$ cat src/rtl/core/enode_pkg.sv
// ----------------------------------------------------------------------------
// enode_pkg
// Shared types and constants for the extent node search block.
// ----------------------------------------------------------------------------
package enode_pkg;

  localparam int unsigned MagicW  = 16;
  localparam int unsigned CountW  = 16;
  localparam int unsigned LogW    = 32;
  localparam int unsigned BlockW  = 48;
  localparam int unsigned StatusW = 3;
  localparam int unsigned InDataW = 176;

  localparam logic [MagicW-1:0] MagicReset = 16'hF30A;
  localparam logic [15:0]       LenMask    = 16'h7FFF;

  localparam logic ActHeader = 1'b0;
  localparam logic ActEntry  = 1'b1;

  typedef enum logic [StatusW-1:0] {
    ST_MAPPED    = 3'd0,
    ST_DESCEND   = 3'd1,
    ST_HOLE      = 3'd2,
    ST_NO_INDEX  = 3'd3,
    ST_BAD_MAGIC = 3'd4
  } status_t;

  typedef struct packed {
    logic [CountW-1:0] entries_left;
    logic              leaf_mode;
    logic [LogW-1:0]   sought_block;
    logic              match_found;
    logic [LogW-1:0]   best_start;
    logic [BlockW-1:0] best_block;
  } node_state_t;

  typedef struct packed {
    logic              valid;
    status_t           status;
    logic [BlockW-1:0] block;
  } result_t;

  typedef struct packed {
    logic [LogW-1:0]   last_word;
    logic [LogW-1:0]   middle_word;
    logic [LogW-1:0]   first_logical;
    logic [15:0]       node_depth;
    logic [CountW-1:0] entry_count;
    logic [MagicW-1:0] header_magic;
    logic [LogW-1:0]   target_block;
  } item_data_t;

endpackage

$ cat src/rtl/core/enode_eval.sv
// ----------------------------------------------------------------------------
// enode_eval
// Evaluates one header or entry request against the node state and gives the
// next state and, when the node's verdict is known, a result.
// ----------------------------------------------------------------------------
module enode_eval (
  input  logic                              action,
  input  enode_pkg::item_data_t             item,
  input  logic [enode_pkg::MagicW-1:0]      node_magic,
  input  enode_pkg::node_state_t            state,
  output enode_pkg::node_state_t            state_next,
  output enode_pkg::result_t                result
);

  logic [enode_pkg::LogW:0]     extent_end;
  logic [enode_pkg::LogW-1:0]   offset;
  logic [enode_pkg::BlockW-1:0] phys_start;
  logic [enode_pkg::BlockW-1:0] phys_block;
  logic                         leaf_hit;
  logic                         index_hit;
  logic                         last_entry;

  assign extent_end = {1'b0, item.first_logical}
                    + {17'd0, item.middle_word[15:0] & enode_pkg::LenMask};
  assign offset     = state.sought_block - item.first_logical;
  assign phys_start = {item.middle_word[31:16], item.last_word};
  assign phys_block = phys_start + {16'd0, offset};
  assign leaf_hit   = !state.match_found
                   && (state.sought_block >= item.first_logical)
                   && ({1'b0, state.sought_block} < extent_end);
  assign index_hit  = (item.first_logical <= state.sought_block)
                   && (!state.match_found || (item.first_logical > state.best_start));
  assign last_entry = (state.entries_left == 16'd1);

  always_comb begin
    state_next    = state;
    result.valid  = 1'b0;
    result.status = enode_pkg::ST_MAPPED;
    result.block  = '0;
    if (action == enode_pkg::ActHeader) begin
      state_next.sought_block = item.target_block;
      state_next.leaf_mode    = (item.node_depth == 16'd0);
      state_next.match_found  = 1'b0;
      state_next.best_start   = '0;
      state_next.best_block   = '0;
      state_next.entries_left = item.entry_count;
      if (item.header_magic != node_magic) begin
        state_next.entries_left = '0;
        result.valid            = 1'b1;
        result.status           = enode_pkg::ST_BAD_MAGIC;
      end else if (item.entry_count == 16'd0) begin
        result.valid  = 1'b1;
        result.status = (item.node_depth == 16'd0) ? enode_pkg::ST_HOLE
                                                   : enode_pkg::ST_NO_INDEX;
      end
    end else if (state.entries_left != 16'd0) begin
      state_next.entries_left = state.entries_left - 16'd1;
      if (state.leaf_mode) begin
        if (leaf_hit) begin
          state_next.best_block  = phys_block;
          state_next.best_start  = item.first_logical;
          state_next.match_found = 1'b1;
        end
      end else if (index_hit) begin
        state_next.best_start  = item.first_logical;
        state_next.best_block  = {item.last_word[15:0], item.middle_word};
        state_next.match_found = 1'b1;
      end
      if (last_entry) begin
        result.valid = 1'b1;
        if (state_next.match_found) begin
          result.status = state.leaf_mode ? enode_pkg::ST_MAPPED : enode_pkg::ST_DESCEND;
          result.block  = state_next.best_block;
        end else begin
          result.status = state.leaf_mode ? enode_pkg::ST_HOLE : enode_pkg::ST_NO_INDEX;
        end
      end
    end
  end

endmodule

$ cat src/rtl/core/extent_node_search.sv
// A settling request (a bad or empty header, or a node's last entry) puts its
// result in the output register, or in the skid register behind a waiting
// result. One request per cycle is taken while the skid register is empty;
// the two-entry buffer keeps the slave side open while one result waits.
// Reset clears the node state and buffer and loads the expected magic 0xF30A.
// ----------------------------------------------------------------------------
// extent_node_search
// Searches one extent-tree node, streamed as a header and its entries, for a
// logical block and reports the mapping, child node or failure.
// ----------------------------------------------------------------------------
module extent_node_search (
  input  logic                             clk,
  input  logic                             rst,
  input  logic                             cfg_wen,
  input  logic [enode_pkg::MagicW-1:0]     cfg_wdata,     // node_magic
  input  logic                             s_axis_tvalid,
  output logic                             s_axis_tready,
  // target_block, header_magic, entry_count, node_depth, first_logical,
  // middle_word, last_word
  input  logic [enode_pkg::InDataW-1:0]    s_axis_tdata,
  input  logic                             s_axis_tuser,  // action
  output logic                             m_axis_tvalid,
  input  logic                             m_axis_tready,
  output logic [enode_pkg::BlockW-1:0]     m_axis_tdata,  // block
  output logic [enode_pkg::StatusW-1:0]    m_axis_tuser   // status
);

  logic [enode_pkg::MagicW-1:0] node_magic;
  enode_pkg::node_state_t       state;
  enode_pkg::node_state_t       state_next;
  enode_pkg::result_t           result;
  enode_pkg::item_data_t        item;
  logic                         out_valid;
  enode_pkg::status_t           out_status;
  logic [enode_pkg::BlockW-1:0] out_block;
  logic                         skid_valid;
  enode_pkg::status_t           skid_status;
  logic [enode_pkg::BlockW-1:0] skid_block;
  logic                         accept;
  logic                         push;
  logic                         pop;

  assign item          = enode_pkg::item_data_t'(s_axis_tdata);
  assign s_axis_tready = !skid_valid;
  assign accept        = s_axis_tvalid && s_axis_tready;
  assign push          = accept && result.valid;
  assign pop           = out_valid && m_axis_tready;

  assign m_axis_tvalid = out_valid;
  assign m_axis_tdata  = out_block;
  assign m_axis_tuser  = out_status;

  enode_eval u_eval (
    .action     (s_axis_tuser),
    .item       (item),
    .node_magic (node_magic),
    .state      (state),
    .state_next (state_next),
    .result     (result)
  );

  always_ff @(posedge clk) begin
    if (rst) begin
      node_magic <= enode_pkg::MagicReset;
    end else if (cfg_wen) begin
      node_magic <= cfg_wdata;
    end
  end

  always_ff @(posedge clk) begin
    if (rst) begin
      state <= '0;
    end else if (accept) begin
      state <= state_next;
    end
  end

  always_ff @(posedge clk) begin
    if (rst) begin
      out_valid  <= 1'b0;
      skid_valid <= 1'b0;
    end else if (!out_valid || pop) begin
      if (skid_valid) begin
        out_valid  <= 1'b1;
        skid_valid <= push;
      end else begin
        out_valid  <= push;
      end
    end else if (push) begin
      skid_valid <= 1'b1;
    end
  end

  always_ff @(posedge clk) begin
    if (!out_valid || pop) begin
      if (skid_valid) begin
        out_status  <= skid_status;
        out_block   <= skid_block;
        skid_status <= result.status;
        skid_block  <= result.block;
      end else begin
        out_status <= result.status;
        out_block  <= result.block;
      end
    end else if (push) begin
      skid_status <= result.status;
      skid_block  <= result.block;
    end
  end

endmodule

$ cat config.mk
export PLATFORM = sky130hd
export DESIGN_NAME = extent_node_search
export DESIGN_NICKNAME = d
export VERILOG_FILES = /design/src/rtl/core/enode_pkg.sv /design/src/rtl/core/enode_eval.sv /design/src/rtl/core/extent_node_search.sv
export SDC_FILE = /design/constraint.sdc
export NUM_CORES = 1
export LEC_CHECK = 0
export ABC_AREA = 1
export BUFFER_PORTS_ARGS = -buffer_cell sky130_fd_sc_hd__buf_4
export CAP_MARGIN = 5
export CORE_MARGIN = 1.5
export CORE_UTILIZATION = 48
export CTS_BUF_LIST = sky130_fd_sc_hd__clkbuf_4 sky130_fd_sc_hd__clkbuf_8 sky130_fd_sc_hd__clkbuf_16
export CTS_CLUSTER_DIAMETER = 50
export DETAILED_ROUTE_END_ITERATION = 10
export PLACE_DENSITY = 0.7
export SLEW_MARGIN = 20
export SYNTH_ARGS = -nofsm -noshare
export SYNTH_HDL_FRONTEND = slang
export SYNTH_SLANG_ARGS = --single-unit
export TNS_END_PERCENT = 50
$ cat constraint.sdc
create_clock -name clk -period 9.1 [get_ports clk]
set_input_delay 1.365 -clock clk [delete_from_list [all_inputs] [get_ports clk]]
set_output_delay 1.365 -clock clk [all_outputs]
set_load 0.01 [all_outputs]
==> results of run 1 <==
layout make-up:
class                           instances  share of cell area
Clock buffer                           44              0.0410
Clock inverter                         22              0.0119
Inverter                              473              0.0749
Multi-Input combinational cell       2285               0.505
Sequential cell                       250               0.254
Tap cell                              539              0.0284
Timing Repair Buffer                  266              0.0846
metal layers:
metal,vias up,wire length [um],global-route usage
met5,-,0,0
met4,0,2930,0.130
met3,120,4870,0.0376
met2,852,31600,0.516
met1,9629,29400,0.406
li1,10500,-,-
path summary, 6_finish.rpt:
| path | from | endpoint | slack [ps] |
|---|---|---|---|
| worst max-delay path | s_axis_tdata[84] | state[69] | 2940 |
| worst min-delay path | state[73] | state[73] | 460 |
| worst max register to register | state[108] | state[69] | 4090 |
| worst min register to register | state[73] | state[73] | 460 |
sequential cells by signal, indices dropped and copies added (netlist names):
| signal | count |
|---|---|
| skid_valid | 1 |
| skid_block | 48 |
| node_magic | 16 |
| state | 130 |
| m_axis_tdata | 48 |
| m_axis_tvalid | 1 |
| m_axis_tuser | 3 |
| skid_status | 3 |
per-stage QoR:
stage | power, mW | cells
3_3_place_gp | 2.57 | 3812
4_1_cts | 4.06 | 3879
6_report | 4.06 | 3879
5_1_grt | 4.27 | 3879
2_1_floorplan | 2.16 | 3120
3_5_place_dp | 2.59 | 3813
synthesized netlist by cell type (9+ instances only):
master    count
nand4_1      69
nand3_1     313
dfxtp_1     148
nand3_2      22
nor2_1      305
nand3b_1     10
xnor2_1      56
o211ai_1     10
o21ai_0      80
a21oi_1     233
clkbuf_1     73
xor2_1       43
nand2_1     881
o21a_1        9
edfxtp_1    102
buf_2        20
ha_1        149
inv_1       468
nor3_1       20
nand2_2       9
nor4_1       14
logic make-up after synthesis:
family | Yosys count | share of synthesized area
xor gates and xnor gates | 99 | 0.0427
buffers and inverters | 585 | 0.114
adders and majority gates | 152 | 0.0948
DFF | 250 | 0.297
and+or+nand+nor | 1666 | 0.353
AOI/OAI and AO/OA | 368 | 0.0986
where the power goes:
part           leakage (nW)  internal, mW  total, mW  switching (mW)
Sequential             2.26          1.22       1.26          0.0391
Combinational          8.89         0.450       1.33           0.881
Clock                 0.617         0.894       1.47           0.575
placed cells by master (no fill, tap or decap), types with 3 or more instances in the layout:
master / count
a21boi_0: 4
a21o_1: 4
a21oi_1: 233
a311oi_1: 3
a31o_2: 3
a31oi_1: 4
and2_1: 3
buf_4: 265
bufinv_16: 4
clkbuf_16: 36
clkbuf_4: 6
clkinv_1: 3
clkinv_2: 4
clkinv_4: 5
dfxtp_1: 147
edfxtp_1: 102
fa_1: 3
ha_1: 149
inv_1: 466
inv_2: 4
inv_6: 3
nand2_1: 881
nand2_2: 9
nand3_1: 313
nand3_2: 21
nand3b_1: 10
nand4_1: 69
nor2_1: 303
nor2_2: 5
nor2_4: 3
nor3_1: 20
nor4_1: 14
o211ai_1: 10
o21a_1: 9
o21ai_0: 80
o21bai_1: 4
o221ai_1: 4
or2_2: 7
xnor2_1: 56
xor2_1: 43
worst min-delay path, stage by stage, from the launching register on:
cell and delay (ps):
dfxtp_1 300, nand2_1 60, a21oi_1 50
==> results.toml, run 1 <==
[logic_synthesis]
syn-num-nets = 3470
synth_cells = 3120
synth_flop_cell = "dfxtp_1"
ys_seq_elements = 250
post_synth_num_cell_types = 53
synth_top_area_cell = "nand2_1"
syn_area_per_cell_um2 = 6.51
async_reset_ff_frac = 0
yosysWarnings = 0
yosys.area.top_type_share = 0.163
synth_edf_count = 102
ys_seq_area_frac = 0.297
netlist_area_um2 = 20300
synthTopCellsByArea = "nand2_1, edfxtp_1, dfxtp_1, ha_1, inv_1"

[placement]
post-dp-hpwl_um = 52000
placedInstanceArea_um2 = 22500
dp_slack_ps = 2390
port_buffers = 250
place.gp.congestion = 1.00

[clock_network]
ctsHoldBuffers = 0
cts_inserted_buffers = 36
cts_setup_buffers = 0
clk_latency_ps = 570
cts_root_buf = "clkbuf_16"
cts_tree = "yes"
htreeDepth = 2
cts-resized-gates = 0
clock-sinks = 250
path_clk_slew_ps = 50
cts_buffer_depth = 3

[timing]
final_max_slew_viol_count = 0
rsz0062_at_grt = "false"
worstMarginPinSlew_ps = 1170
max_slew_margin = 0.220
hold-worst-slack_ps = 464
fin_skew_ps = 31.5
fmax_mhz = 162
post-route-min-period_ps = 6160
fin_ws_ps = 2940
setup_tns_ps = 0
period_share = 0.677
hold_viol = 0
setup_viol = 0

[setup_path]
critical-path-top-delay-family = "simple AND/OR/NAND/NOR gates"
cp_data_required_time_ps = 9520
crit_cells = 25
max_stage_delay_ps = 590
cp.arrival_ps = 6580
path_class = "in -> reg"
startpoint_type = "input port"
endpoint_kind = "register"
worstPathMaxFanout = 36
cp_common_cell = "nand2_2"
crit_buf_inv = 5
rr_worst_depth = 14
critPathSlowestCell = "nand2_2"

[global_routing]
grt_pass1_wl_um = 107000
grt_max_degree = 99
grt_pass1_vias = 19900
antenna_found_initial = 0
overflow = 0
grt_use_total = 0.310

[pwr]
powerDensity_nw_per_um2 = 171
ir_drop_mv = 0.129
p_leak_nw = 11.8

[detailed_routing]
vias_per_cell = 5.43
dr.pass1.iters = 7
drc_errors = 0
drtAntennaViolNets = 0
avgRoutedWirePerCell_um = 17.7
dr.first_iter.drc_count = 1685
vias = 21100
finalWirelength_um = 68700

[floorplan]
fp-row-count = 75
die_height_um = 209
initial_core_util = 0.485
core-area_um2 = 41900
ios = 251
die_area_um2 = 43600
die_w_um = 209

[layout]
area_growth_pct = 16.9
antenna_cells = 0
fin_area_um2 = 23700
drive_above_1_share = 0.119
fill_cells = 4109
seq_area_um2 = 6030
final_util = 0.567
multi_input_area_um2 = 12000
nets = 3662

[min_path]
holdPathStages = 2
min_path_type = "reg -> reg"

[flow_run]
maxCapViolations = 0

[outcome]
status = "completed"
No activity file was read; power rests on OpenSTA's default activity.
==> run 2, diff against run 1 <==
==> constraint.sdc (replaced) <==
create_clock -name clk -period 5.8 [get_ports clk]
set_input_delay 0.87 -clock clk [delete_from_list [all_inputs] [get_ports clk]]
set_output_delay 0.87 -clock clk [all_outputs]
set_load 0.01 [all_outputs]
==> run 2 against run 1 <==
Sequential power is 57% higher. Clock skew is 11 ps lower. Via count is 0.30% lower. Final area is 0.14% lower. Die area stayed put. Hold slack worse by 1.3 ps. Sequential share of layout area hardly changed. Setup slack worse by 2100 ps. Cell count is 0.15% higher. Flip-flop and latch count stayed put. Register-to-register slack worse by 3100 ps. Clock power is 43% higher. Largest cell class unchanged. Largest power group is now combinational cells.
==> results.toml, run 2 (synthesis results as in run 1) <==
[floorplan]
ios = 251
fp-row-count = 75
die_area_um2 = 43600
core-area_um2 = 41900
die_w_um = 209
die_height_um = 209
initial_core_util = 0.485

[outcome]
status = "completed"

[setup_path]
endpoint_kind = "register"
worstPathMaxFanout = 5
cp_data_required_time_ps = 6070
critPathSlowestCell = "ha_1"
cp.arrival_ps = 5220
critical-path-top-delay-family = "simple AND/OR/NAND/NOR gates"
max_stage_delay_ps = 430
path_class = "in -> reg"
startpoint_type = "input port"
cp_common_cell = "nand2_1"
crit_buf_inv = 4

[global_routing]
grt_max_degree = 88
antenna_found_initial = 0
grt_use_total = 0.312
use_met3 = 0.0475
grt_pass1_wl_um = 108000
overflow = 0
gr-usage-met2 = 0.531
grt_busiest_layer = "met2"
grt_pass1_vias = 20200
met1_usage = 0.400

[clock_network]
cts_root_buf = "clkbuf_16"
cts_tree = "yes"
cts-resized-gates = 0
cts_buffer_depth = 3
cts_inserted_buffers = 35
path_clk_slew_ps = 60
ctsHoldBuffers = 0
cts_setup_buffers = 0
htreeDepth = 2
clk_latency_ps = 550
clock-sinks = 250

[min_path]
min_path_type = "reg -> reg"

[layout]
antenna_cells = 0
fill_cells = 4128
nets = 3670
final_cell_mix = "nand2_1, inv_1, nand3_1, nor2_1, buf_4"
fin_area_um2 = 23700
drive_above_1_share = 0.119
regMostFlops = "state"
largest_register_ffs = 130
area_growth_pct = 16.8
final_common_cell = "nand2_1"

[timing]
fin_ws_ps = 853
period_share = 0.853
final_max_slew_viol_count = 0
rsz0062_at_grt = "false"
post-route-min-period_ps = 4950
fmax_mhz = 202
setup_viol = 0
max_slew_margin = 0.278
fin_skew_ps = 20.9
hold_viol = 0
worstMarginPinSlew_ps = 1080
setup_tns_ps = 0

[pwr]
p_leak_nw = 11.8
ir_drop_mv = 0.195
powerDensity_nw_per_um2 = 261
totalPowerFinal_mw = 6.20

[detailed_routing]
vias = 21000
vias_per_cell = 5.40
dr.pass1.iters = 6
avgRoutedWirePerCell_um = 17.8
drc_errors = 0
drtAntennaViolNets = 0
finalWirelength_um = 69200
dr.first_iter.drc_count = 1754

[placement]
place.gp.congestion = 0.960
placedInstanceArea_um2 = 22600
port_buffers = 250
dp_slack_ps = 301
post-dp-hpwl_um = 52400

[flow_run]
maxCapViolations = 0
run 2: power breakdown:
group / leakage [nW] / switching [mW] / total (mW) / internal [mW]
Clock: 0.568 / 0.851 / 2.10 / 1.25
Sequential: 2.26 / 0.0599 / 1.98 / 1.92
Combinational: 8.95 / 1.40 / 2.12 / 0.720
Total: 11.8 / 2.31 / 6.20 / 3.89
run 2: stage by stage:
stage	hold slack (ps)	cells	utilization
CTS	465	3885	0.567
floorplan	440	3120	-
finish	462	3885	0.567
global placement	449	3822	0.540
global route	477	3885	0.567
detailed placement	454	3822	0.540
run 2: tightest hold or removal path, delay by kind of cell, from the launching register on:
| family | cells | cell delay (ps) |
|---|---|---|
| simple gates | 1 | 60 |
| compound gates | 1 | 50 |
| flops | 1 | 300 |
run 2: layout make-up:
| cell class | instances | area (um^2) | share of cell area |
|---|---|---|---|
| repair buffers | 275 | 2110 | 0.0892 |
| multi-input cells | 2285 | 12000 | 0.506 |
| clock buffers | 45 | 970 | 0.0409 |
| inverters | 473 | 1780 | 0.0749 |
| clock inverters | 18 | 158 | 0.00665 |
| flip-flops and latches | 250 | 6030 | 0.254 |
| well taps | 539 | 674 | 0.0284 |
run 2: worst paths after layout:
check,from,endpoint,slack [ps],cells past startpoint
setup reg to reg,state[81],m_axis_tdata[36],960,29
hold / removal,state[71],state[71],460,2
hold reg to reg,state[71],state[71],460,2
setup / recovery,s_axis_tdata[82],m_axis_tdata[36],850,26
run 2: metal layers:
layer	part of all wire	wire length (um)	vias to the layer above
met5	0	0	-
met4	0.031	2140	0
met3	0.075	5200	113
met2	0.47	32800	829
met1	0.42	29000	9565
li1	-	-	10500
